===== src/sv/fwcs_ram.sv =====
// Generic single-write, single-read RAM with a registered read port.
// Used for the per-element accumulator store. No package dependency.
`default_nettype none

module fwcs_ram #(
    parameter int WIDTH = 8,
    parameter int DEPTH = 16,
    localparam int AW = (DEPTH > 1) ? $clog2(DEPTH) : 1
) (
    input  wire logic                 clk,
    input  wire logic                 we,
    input  wire logic [AW-1:0]        waddr,
    input  wire logic [WIDTH-1:0]     wdata,
    input  wire logic                 re,
    input  wire logic [AW-1:0]        raddr,
    output logic      [WIDTH-1:0]     rdata
);

    logic [WIDTH-1:0] mem_reg [DEPTH];

    // Write port
    always_ff @(posedge clk)
    begin
        if (we)
        begin
            mem_reg[waddr] <= wdata;
        end
    end

    // Registered read port, old data on a same-address write
    always_ff @(posedge clk)
    begin
        if (re)
        begin
            rdata <= mem_reg[raddr];
        end
    end

endmodule

`default_nettype wire

===== config.mk =====
export PLATFORM = sky130hd
export DESIGN_NAME = fwcs_ram
export DESIGN_NICKNAME = d
export VERILOG_FILES = /design/src/sv/fwcs_ram.sv
export SDC_FILE = /design/constraint.sdc
export NUM_CORES = 1
export LEC_CHECK = 0
export BUFFER_PORTS_ARGS = -buffer_cell sky130_fd_sc_hd__buf_4
export CORE_UTILIZATION = 60
export DETAILED_ROUTE_END_ITERATION = 7
export GPL_TIMING_DRIVEN = 1
export PLACE_DENSITY_LB_ADDON = 0.1
export SYNTH_ARGS = -nofsm -noshare
export SYNTH_HDL_FRONTEND = slang
export SYNTH_SLANG_ARGS = --single-unit

===== constraint.sdc =====
create_clock -name clk -period 6.1 [get_ports clk]
set_input_delay 1.83 -clock clk [delete_from_list [all_inputs] [get_ports clk]]
set_output_delay 1.83 -clock clk [all_outputs]
set_load 0.01 [all_outputs]

==> results of run 1 <==
-- cell usage in the layout (no fill, tap or decap), drive strengths merged --
cell / instances
mux4: 32
nand2: 9
nor2b: 1
nand3: 1
and2: 1
nand2b: 2
clkinvlp: 3
or3b: 1
clkinv: 7
edfxtp: 136
nand3b: 2
a22oi: 16
bufinv: 3
nor3: 4
buf: 28
inv: 1
nor2: 13
and2b: 1
clkbuf: 17
-- report_power, final --
group	total, mW	leakage, nW	switching (mW)	internal, mW
clock	0.979	0.275	0.364	0.615
combinational	0.0974	0.507	0.0553	0.0421
sequential	1.06	1.24	0.00587	1.05
total	2.14	2.02	0.425	1.71
-- metal layers --
metal	up-vias	GRT usage, %
li1	1054	-
met1	1199	36.01
met2	107	33.10
met3	12	7.177
met4	0	7.449
met5	-	0
-- final cells by class --
type                    count  area, um2  area share [%]
well taps                 105      131.4           2.168
multi-input cells          83       1062           17.53
flip-flops and latches    136       4084           67.40
repair buffers             28      210.2           3.469
clock buffers              17      414.1           6.835
clock inverters            14      157.7           2.602
-- worst max-delay path by stage --
stage | startpoint | slack (ps) | to
floorplan | waddr[2] | 2780 | mem_reg[0][0]
global placement | waddr[2] | 2400 | mem_reg[0][1]
detailed placement | waddr[2] | 2300 | mem_reg[0][1]
CTS | waddr[2] | 2820 | mem_reg[0][7]
global route | waddr[2] | 2780 | mem_reg[0][7]
finish | waddr[2] | 2920 | mem_reg[0][3]
-- logic make-up after synthesis --
logic type | Yosys count | synth area share [%]
compound gates | 16 | 2.298
buf+inv | 10 | 1.651
flops | 136 | 78.12
mux | 32 | 14.79
simple gates | 35 | 3.136
-- per-stage QoR --
stage	worst slack [ps]	std cells
final	2918	383
after global routing	2784	383
after CTS	2822	383
after detailed placement	2297	352
after global placement	2403	352
after floorplan	2777	229
-- worst register-to-register path, delay by kind of cell, from the launching register on --
kind / cells / cell delay [ps]
multiplexers: 1 / 510
flip-flops: 1 / 380
AO/OA/AOI/OAI: 1 / 260
AND/OR/NAND/NOR: 1 / 110
==> impl.org, run 1 <==
** Clocking
- Gates resized during post-CTS repair numbered 0.
- Number of buffers on the longest clock path :: 2
- The clock drives 136 sinks.
- The clock reaches the later pin of the worst-skew pair after 520 ps.
- Clock Root Buffer :: sky130_fd_sc_hd__clkbuf_8
- Clock Pin Slew Worst Setup and Hold Paths :: 60 ps
- The clock tree synthesis step divided the H-tree into 4 levels.
- Hold Buf Count CTS :: 0
- TritonCTS built the clock tree.
- The number of clock buffers added by TritonCTS is 17.
- Post-CTS timing repair inserted 0 buffers for setup.

** Critical path
- Category of the most critical setup path :: in2reg
- For the worst setup path, the data required time is 6240 ps.
- Cell depth of the worst flop-to-flop path :: 3
- Reg-to-reg critical path endpoint :: rdata[7]
- Traced cell by cell, the critical path runs through buf_4 > or3b_2 > nor3_1.
- On the worst path, the slowest cell contributes a delay of 860 ps.
- STA classifies the critical path endpoint as a flop.
- Critical path's top delay family :: simple AND/OR/NAND/NOR gates
- R2r startpoint :: mem_reg[7][7]
- The critical path crosses 3 cells after its start point.
- Signal arrival time at the worst endpoint :: 3320 ps
- Setup slack on the worst reg-to-reg path comes out at 4580 ps.
- In this run the worst path has a maximum fanout of 8.
- Critical-path cell with the highest stage delay :: sky130_fd_sc_hd__nor3_1
- STA classifies the critical path startpoint as an input port.
- Crit path buffers/inverters :: 1

** Detailed routing
- The first detailed-routing pass took 4 iterations.
- Count of routing violations after the opening detailed-route iteration :: 199
- Routed via count :: 2,372
- Routed len/inst :: 24.70 um
- Vias/cell :: 6.193
- Summed over all nets, wire length on met2 after detailed routing comes to 4352 um.
- After detailed routing, the number of remaining DRC violations is 0.
- Once detail routing completed, the nets flagged for antenna violations numbered 0.
- For this block, wires on met1 add up to 4136 um.
- After detailed routing, the met3 layer carries 848 um of wire.
- After detailed routing, the total wire length is 9460 um.
- In this run the top signal layer used is met4.

** Yosys
- For this run, the register share of the synthesized area comes to 78.12%.
- The synthesized netlist contains 18 unique library cells.
- Share of Yosys cell area claimed by the top area cell type :: 78.12%
- Largest cells by area after synthesis :: sky130_fd_sc_hd__edfxtp_1, sky130_fd_sc_hd__mux4_2, sky130_fd_sc_hd__mux4_1
- Number of enable flip-flop cells after synthesis :: 136
- Syn nets :: 248
- Yosys instantiated no cell more often than sky130_fd_sc_hd__edfxtp_1.
- A synthesized cell averages 22.83 um2.
- Fraction of registers with async set/reset :: 0%
- Count of warnings emitted by yosys :: 0
- Summed instance area of the synthesized netlist :: 5228 um2
- Post-synthesis instance total :: 229
- Most used DFF post-synth :: sky130_fd_sc_hd__edfxtp_1
- The synthesized design contains 136 register bits.
- Ranked by instance count, the synthesized netlist is headed by sky130_fd_sc_hd__edfxtp_1, sky130_fd_sc_hd__mux4_2, sky130_fd_sc_hd__a22oi_1.
- The biggest area contributor in the post-synthesis netlist is sky130_fd_sc_hd__edfxtp_1.

** Timing
- The worst pin sits at a relative slew slack of 25.97%.
- Min Hold Slack :: 746.8 ps
- Setup violation total in the final timing report :: 0
- Transition time at the pin with the least slew margin :: 1102 ps
- Derived from the worst setup path, the maximum achievable clock frequency is 0.3143 GHz.
- Max Transition Viols Final :: 0
- Setup TNS :: 0 ps
- Clock skew on the completed layout was measured at 8.681 ps.
- Unrepaired setup endpoints after global routing :: no
- The worst path uses 52.16% of the clock period.
- After layout, the minimum clock period comes to 3182 ps.
- Total count of hold-check failures in the final report :: 0

** Worst hold path
- The path with the worst hold slack has its endpoint at rdata[5].
- Worst hold-check path type :: reg2reg
- The worst hold path passes through 3 cells.
- Hold path start :: mem_reg[14][5]

** Layout
- The finished cells cover 6060 um2.
- Once layout is complete, the utilization of the core stands at 72.65%.
- Area added between synthesis and finish :: 15.92%
- Ratio of cells with drive above 1 in the final layout :: 27.70%
- Fillcell total :: 509
- The repair_antennas step left the layout with diodes totalling 0.
- In the final design database the tool counted 285 nets.
- The register with the most flip-flops in the layout has 128 of them.

** Die
- The initial utilization of the core area, before any placement, comes to 62.68%.
- In this run the vertical extent of the chip is 95.34 um.
- The floorplan has 33 rows.
- Die area :: 9090 um2
- Die X-Extent :: 95.34 um
- Area of the core :: 8341 um2
- Boundary Pins :: 27

** Placement
- Post-detailed-placement cell area :: 5488 um2
- Once detailed placement completed, the half-perimeter wirelength came to 5525 um.
- Port bufs :: 26
- Final weighted congestion of routability-driven global placement :: 0.7739

** Power and ir drop
- Standby leakage power :: 2.018 nW
- Pwr dens :: 352.4 nW/um2
- The design draws 2.136 mW.
- Across the VDD grid, the largest voltage drop is 0.2626 mV.

** GRT
- Number of global-route vias before repair :: 2,280
- Global routing used 23.58% of the available tracks across all layers.
- The number of antenna violations at the first check in global routing is 0.
- Entering global routing, the biggest net connects 33 pins.
- After global routing the overflow that remains totals 0.
- The first global-routing pass estimated 13,880 um of wire.

** Outcome
- Status :: complete, no violations

** Flow run
- Number of max-cap violations :: 0
(Power assumes the default switching activity.)
==> inputs of run 2 (changes only) <==
Clock period 6.1 ns to 3.3 ns, I/O delays scaled along.
==> impl.org, run 2 (same netlist as run 1, synthesis figures left out) <==
** Outcome
- Status :: complete, no violations

** Clocking
- The clock edge transition at the registers on the reported setup and hold paths is 60 ps (about the same).
- TritonCTS built the clock tree.
- Clock Root Buffer :: sky130_fd_sc_hd__clkbuf_8
- Number of buffers on the longest clock path :: 2 (unchanged)
- The buffer count from post-CTS setup fixing came to 0 (unchanged).
- Level count of the clock H-tree :: 4 (unchanged)
- Number of buffers created by CTS :: 17 (unchanged)
- Total clock sinks :: 136 (unchanged)
- The count of instances resized after the clock tree is built came to 0 (unchanged).
- The hold-fix buffer count after cts is 0 (unchanged).
- Clock network latency to the later pin of the worst-skew pair :: 510 ps (about the same)

** Die
- Die area :: 9090 um2 (unchanged)
- The standard-cell row count is 33 (unchanged).
- The die width was 95.34 um (unchanged).
- Chip Height :: 95.34 um (unchanged)
- Area of the core :: 8341 um2 (unchanged)
- The effective utilization at floorplan came to 62.68% (unchanged).
- The number of top-level pins came to 27 (unchanged).

** Timing
- Final setup skew :: 8.339 ps (-0.3421 ps)
- The headroom to the max-slew limit was 49.54% (+24 points).
- Unrepaired setup endpoints after global routing :: no
- The final max-slew violation count came to 0 (unchanged).
- Max Clk Rate :: 0.4546 GHz
- The actual slew at the worst max-slew pin came to 754.1 ps (-347.9 ps).
- Time the final worst path needs with I/O delays and setup :: 2200 ps
- The count of endpoints failing hold in the final timing report is 0 (unchanged).
- The count of final setup violators was 0 (unchanged).
- Setup ws final :: 1100 ps (-1818 ps)
- The worst hold-check slack was 768.8 ps (+22.08 ps).
- The post-route setup TNS was 0 ps (unchanged).
- Of the available clock period, the critical path in the final layout requires 66.65%.

** Critical path
- The delay of the slowest cell on the worst path was 580 ps (-280 ps).
- CP max FO :: 20 (+12)
- Critical path's top delay family :: multiplexers
- The number of buffers and inverters on the critical path is 2 (+1).
- Required time worst endpoint :: 3550 ps (-2690 ps)
- The arrival time at the worst endpoint was 2450 ps (-870 ps).
- On the critical path, the stage with the largest delay is an instance of sky130_fd_sc_hd__mux4_1.
- Category of the most critical setup path :: in2reg
- STA classifies the critical path startpoint as an input port.
- Critical path endpoint category :: flop
- Chain of cells forming the critical path :: buf_4 > buf_12 > mux4_1 > a22oi_1 > nand2_1

** Layout
- Flip-flop count of the largest register, all copies and words added :: 128 (unchanged)
- Ratio of cells with drive above 1 in the final layout :: 30.00% (+2.3 points)
- Most frequent standard cell in the layout excluding fill and tap cells :: sky130_fd_sc_hd__edfxtp_1
- The antenna cell count was 0 (unchanged).
- Final design utilization :: 73.85% (+1.2 points)
- Final instance count without filler cells :: 395 (+3.1%)
- Highest-count cells in the layout ignoring fill and taps :: sky130_fd_sc_hd__edfxtp_1, sky130_fd_sc_hd__buf_4, sky130_fd_sc_hd__mux4_2
- Post-layout nets :: 297 (+4.2%)
- Final instance area :: 6160 um2 (+1.7%)
- Combined flip-flop and latch cell area :: 4084 um2 (unchanged)
- Fillcell total :: 502 (-1.4%)
- Area added between synthesis and finish :: 17.83%
- The total area of multi-input combinational cells came to 1057 um2 (-0.47%).

** Power and ir drop
- The cell area power density is 640.6 nW/um2 (+82%).
- The sum of internal, switching and leakage power came to 3.946 mW (+85%).
- The highest ir drop seen on vdd came to 0.4425 mV (+69%).
- Standby leakage power :: 2.082 nW (+3.2%)

** Detailed routing
- Count of routing violations after the opening detailed-route iteration :: 202 (+1.5%)
- The routed via count is 2,405 (+1.4%).
- Number of search-and-repair iterations in the first detailed-routing pass :: 4 (unchanged)
- The ratio of routed vias to standard cells is 6.089 (-1.7%).
- The count of nets left with antenna violations after detail routing came to 0 (unchanged).
- The routed wire length is 9052 um (-4.3%).
- Number of DRC violations after detailed routing :: 0 (unchanged)
- Routed len/inst :: 22.92 um (-7.2%)

** GRT
- Total congestion overflow after global routing :: 0 (unchanged)
- Number of global-route vias before repair :: 2,477 (+8.6%)
- Global-route wire length before repair :: 13,700 um (-1.2%)
- Combined global-route utilization of all metal layers :: 22.39% (-1.2 points)
- Maximum number of pins on one net before global-route repair :: 33 (unchanged)
- Initial antenna violation count :: 0 (unchanged)

** Placement
- The post-placement setup slack was 609.1 ps (-1688 ps).
- Final weighted congestion of routability-driven global placement :: 0.7291 (-5.8%)
- The cell area after placement was 5585 um2 (+1.8%).
- The HPWL after detailed placement was 5887 um (+6.6%).
- Port bufs :: 26 (unchanged)
- Placed insts :: 364 (+3.4%)

** Worst hold path
- The min-delay analysis places its worst path in the category reg2reg.

** Flow run
- The number of max-cap violations was 0 (unchanged).
## run 2: cell types whose count changed in the layout (fill, tap and decap cells not counted), sizes merged
cell / before / now
clkbuf: 17 / 18
buf: 28 / 40
inv: 1 / 0
## run 2: layout make-up
type / count / share of cell area [%]
Clock inverter: 13 / 2.539
Clock buffer: 18 / 6.784
Sequential cell: 136 / 66.30
Timing Repair Buffer: 40 / 5.078
Multi-Input combinational cell: 83 / 17.16
Tap cell: 105 / 2.133
## run 2: path summary, 6_finish.rpt
kind | start | to | slack [ps] | cells after the start
setup reg to reg | mem_reg[1][3] | rdata[3] | 1770 | 3
hold / removal | mem_reg[15][0] | rdata[0] | 770 | 3
setup / recovery | raddr[0] | rdata[3] | 1100 | 5
hold reg to reg | mem_reg[15][0] | rdata[0] | 770 | 3
## run 2: metal layers
layer  global-route usage, %  vias to the layer above  share of wire (%)
li1                        -                     1080                  -
met1                   29.69                     1251                 45
met2                   34.58                       63                 50
met3                   7.416                       11                3.6
met4                   8.965                        0                1.4
met5                       0                        -                  0
## run 2: report_power, final
group          internal, mW  switching, mW  total [mW]
logic                0.0831          0.100       0.183
clock network          1.14          0.667        1.81
registers              1.95        0.00967        1.96
## run 2: worst reg2reg max path, cell delays in order, from the launching register on
cell and delay (ps):
sky130_fd_sc_hd__edfxtp_1 380, sky130_fd_sc_hd__mux4_1 520, sky130_fd_sc_hd__a22oi_1 280, sky130_fd_sc_hd__nand2_1 110
==> inputs of run 3 (changes only) <==
Settings changed: ABC_AREA from default to 1, CORE_UTILIZATION 60 to 55.
Clock period 3.3 ns to 1.96 ns, I/O delays scaled along.
==> impl.org, run 3 <==
** Timing
- Setup violation total in the final timing report :: 0 (unchanged)
- Max Transition Viols Final :: 0 (unchanged)
- The worst path in the final design needs a cycle of 1705 ps, including I/O delays and setup.
- Max Clk Rate :: 0.5866 GHz
- Unrepaired setup endpoints after global routing :: no
- Total count of hold-check failures in the final report :: 0 (unchanged)
- The worst hold-check slack is 363.9 ps (-405.0 ps).
- Transition time at the pin with the least slew margin :: 383.3 ps (-370.8 ps)
- Share of the cycle needed by the critical path after routing :: 86.98%
- The post-route setup TNS was 0 ps (unchanged).
- Final setup skew :: 3.832 ps (-4.507 ps)
- Worst slew margin relative to its limit :: 74.45% (+25 points)

** GRT
- The global-route track usage on met1 was 33.68% (+4.0 points).
- The number of global-route vias before repair came to 3,625 (+46%).
- The total grt overflow is 0 (unchanged).
- Global-route wire length before repair :: 19,500 um (+42%)
- Met2 usage :: 39.03% (+4.4 points)
- GR met3 Demand/Resource :: 4.554% (-2.9 points)
- In this run the most used layer during global routing was met2.
- The all-layer global routing usage is 24.75% (+2.4 points).
- The pin count of the biggest net entering global routing is 65 (+97%).
- The number of antenna violations at the first check in global routing was 0 (unchanged).

** Critical path
- Signal arrival time at the worst endpoint :: 1120 ps (-1330 ps)
- The critical path goes through buf_4.
- The worst setup path is captured at a primary output.
- CP peak stage delay :: 420 ps (-160 ps)
- Worst reg2reg setup slack :: 800 ps (-970 ps)
- The number of buffers and inverters on the critical path is 1 (-1).
- Cell depth of the worst flop-to-flop path :: 6 (+3)
- Category of the most critical setup path :: reg2out
- Required time worst endpoint :: 1370 ps (-2180 ps)
- Critical path's top delay family :: flip-flops
- Reg-to-reg critical path endpoint :: rdata[5]
- The worst setup path is launched from a flop.
- The critical-path maximum fanout is 1 (-95%).
- Critical-path cell with the highest stage delay :: sky130_fd_sc_hd__edfxtp_1
- R2r startpoint :: mem_reg[7][5]

** Clocking
- The source-to-sink clock delay at the later pin of the worst-skew pair came to 520 ps (about the same).
- The total clock sinks was 136 (unchanged).
- The buffer count from post-CTS setup fixing came to 0 (unchanged).
- Clock Pin Slew Worst Setup and Hold Paths :: 60 ps (about the same)
- The level count of the clock H-tree was 4 (unchanged).
- # resized after CTS :: 0 (unchanged)
- Clock Root Buffer :: sky130_fd_sc_hd__clkbuf_8
- The TritonCTS buffer count is 17 (unchanged).
- TritonCTS built the clock tree.
- Hold Buf Count CTS :: 0 (unchanged)
- Number of buffers on the longest clock path :: 2 (unchanged)

** Yosys
- Share of Yosys cell area claimed by the top area cell type :: 69.85% (-8.3 points)
- Syn nets :: 570 (+130%)
- Main combinational cell family by area after synthesis :: simple AND/OR/NAND/NOR gates
- Most numerous cell types in the synthesized netlist :: sky130_fd_sc_hd__nand2_1, sky130_fd_sc_hd__edfxtp_1, sky130_fd_sc_hd__inv_1
- The share of synthesized area spent on multiplexers is 0% (-15 points).
- The cell area after synthesis is 5847 um2 (+12%).
- Sorting the synthesized cells by area gives the leading types as sky130_fd_sc_hd__edfxtp_1, sky130_fd_sc_hd__nand2_1, sky130_fd_sc_hd__nand3_1.
- The simple-gate share of the synthesized area came to 20.76% (+18 points).
- The share of async-settable or async-resettable flops after synthesis came to 0% (unchanged).
- The compound-gate portion of the synthesized area came to 0% (-2.3 points).
- The number of synthesized flops with an enable pin was 136 (unchanged).
- Most used DFF post-synth :: sky130_fd_sc_hd__edfxtp_1
- Top cell type by total area after synthesis :: sky130_fd_sc_hd__edfxtp_1
- Proportion of synthesized chip area in sequential cells :: 69.85% (-8.3 points)
- Post-synthesis instance total :: 551 (+140%)
- Adder-cell share of the synthesized area :: 0% (unchanged)
- The number of synthesis warnings came to 0 (unchanged).
- The area share of xor/xnor cells in the synthesized design is 0% (unchanged).
- The number of synthesized register bits was 136 (unchanged).
- The count of different cell masters after synthesis was 11 (-7).
- By instance count, the leading cell after synthesis is sky130_fd_sc_hd__nand2_1.
- Synth Area per Inst :: 10.61 um2 (-54%)

** Layout
- The fraction of final layout cells with drive strength greater than 1 was 13.16% (-17 points).
- Area added between synthesis and finish :: 17.85% (about the same)
- Multi-input logic area :: 1214 um2 (+15%)
- Final instance count without filler cells :: 744 (+88%)
- Post-layout nets :: 614 (+110%)
- The sequential standard cell area was 4084 um2 (unchanged).
- Highest-count cells in the layout ignoring fill and taps :: sky130_fd_sc_hd__nand2_1, sky130_fd_sc_hd__edfxtp_1, sky130_fd_sc_hd__inv_1
- Leaving out fill and tap cells, the most frequent cell in the layout is sky130_fd_sc_hd__nand2_1.
- Antenna fix cells :: 0 (unchanged)
- The fill cell instance count of the final layout is 791 (+58%).
- The number of flip-flops under the largest register name came to 128 (unchanged).
- Final instance area :: 6890 um2 (+12%)

** Worst hold path
- The startpoint identified for the worst hold timing path is re.
- In this run the worst hold path is classified as in2reg.
- Number of instances on the worst hold path :: 1 (-2)
- Endpoint, Worst Hold :: rdata[5]

** Placement
- Final weighted congestion of routability-driven global placement :: 0.8021 (+10%)
- Placed insts :: 712 (+96%)
- Port bufs :: 26 (unchanged)
- The HPWL after detailed placement was 7555 um (+28%).
- The cell area after placement is 6269 um2 (+12%).

** Detailed routing
- The routed via count came to 3,791 (+58%).
- The number of design rule violations left after detail routing came to 0 (unchanged).
- Vias/cell :: 5.095 (-16%)
- The routed wire length was 12,400 um (+37%).
- The count of nets left with antenna violations after detail routing is 0 (unchanged).
- The average wire length per cell after detail routing was 16.66 um (-27%).
- The iteration count of the initial detailed-routing pass was 6 (+2).
- Count of routing violations after the opening detailed-route iteration :: 245 (+21%)

** Die
- Chip Height :: 105.1 um (+10%)
- The standard cell core area is 10,320 um2 (+24%).
- Boundary Pins :: 27 (unchanged)
- The effective utilization at floorplan is 56.64% (-6.0 points).
- The total die area came to 11,050 um2 (+22%).
- Die X-Extent :: 105.1 um (+10%)
- Total number of placement rows :: 37 (+12%)

** Power and ir drop
- Largest voltage drop on the vdd net :: 0.5400 mV (+22%)
- The leakage component of the power was 2.987 nW (+43%).
- Pwr dens :: 1022 nW/um2 (+60%)

** Flow run
- Number of max-cap violations :: 0 (unchanged)

** Outcome
- Status :: complete, no violations
==> run 3: cell count changes after synthesis, sizes merged, moves of 16 or more <==
| cell | previous run | this run |
|---|---|---|
| mux4 | 32 | 0 |
| inv | 0 | 102 |
| buf | 7 | 24 |
| nand3 | 1 | 97 |
| nand2 | 9 | 173 |
| a22oi | 16 | 0 |
==> run 3: cell families after synthesis <==
group         count (synthesis)
simple gates                289
buf+inv                     126
flops                       136
==> run 3: routing by layer <==
layer | wire, um | up-vias
li1 | - | 1871
met1 | 5469 | 1792
met5 | 0 | -
met3 | 688 | 24
met2 | 5941 | 104
met4 | 295 | 0
==> run 3: per-stage QoR <==
| step | utilization [%] | power [mW] | worst slack (ps) |
|---|---|---|---|
| global route | 66.74 | 7.253 | 206.3 |
| global placement | 60.72 | 3.773 | 192.9 |
| floorplan | - | 3.589 | 421.2 |
| detailed placement | 60.72 | 3.780 | 190.1 |
| finish | 66.74 | 7.043 | 255.2 |
| CTS | 66.74 | 7.082 | 226.5 |
==> run 3: layout make-up <==
cell class | count | area share, %
tap | 136 | 2.470
multi-input combinational | 289 | 17.61
clock buffer | 17 | 6.011
inverter | 102 | 5.557
timing repair buffer | 49 | 6.065
sequential | 136 | 59.27
clock inverter | 15 | 3.014
==> run 3: power breakdown <==
group | switching, mW | internal [mW] | total, mW
clock network | 1.15 | 2.17 | 3.32
logic | 0.279 | 0.142 | 0.421
registers | 0.0205 | 3.28 | 3.30
==> run 3: worst max-delay path by stage <==
stage               startpoint             end  slack, ps  cells past startpoint
floorplan             waddr[2]  mem_reg[10][0]        420                      2
global placement      raddr[0]        rdata[5]        190                      7
detailed placement    raddr[0]        rdata[5]        190                      7
CTS                   rdata[0]        rdata[0]        230                      1
global route          rdata[0]        rdata[0]        210                      1
finish                rdata[0]        rdata[0]        260                      1
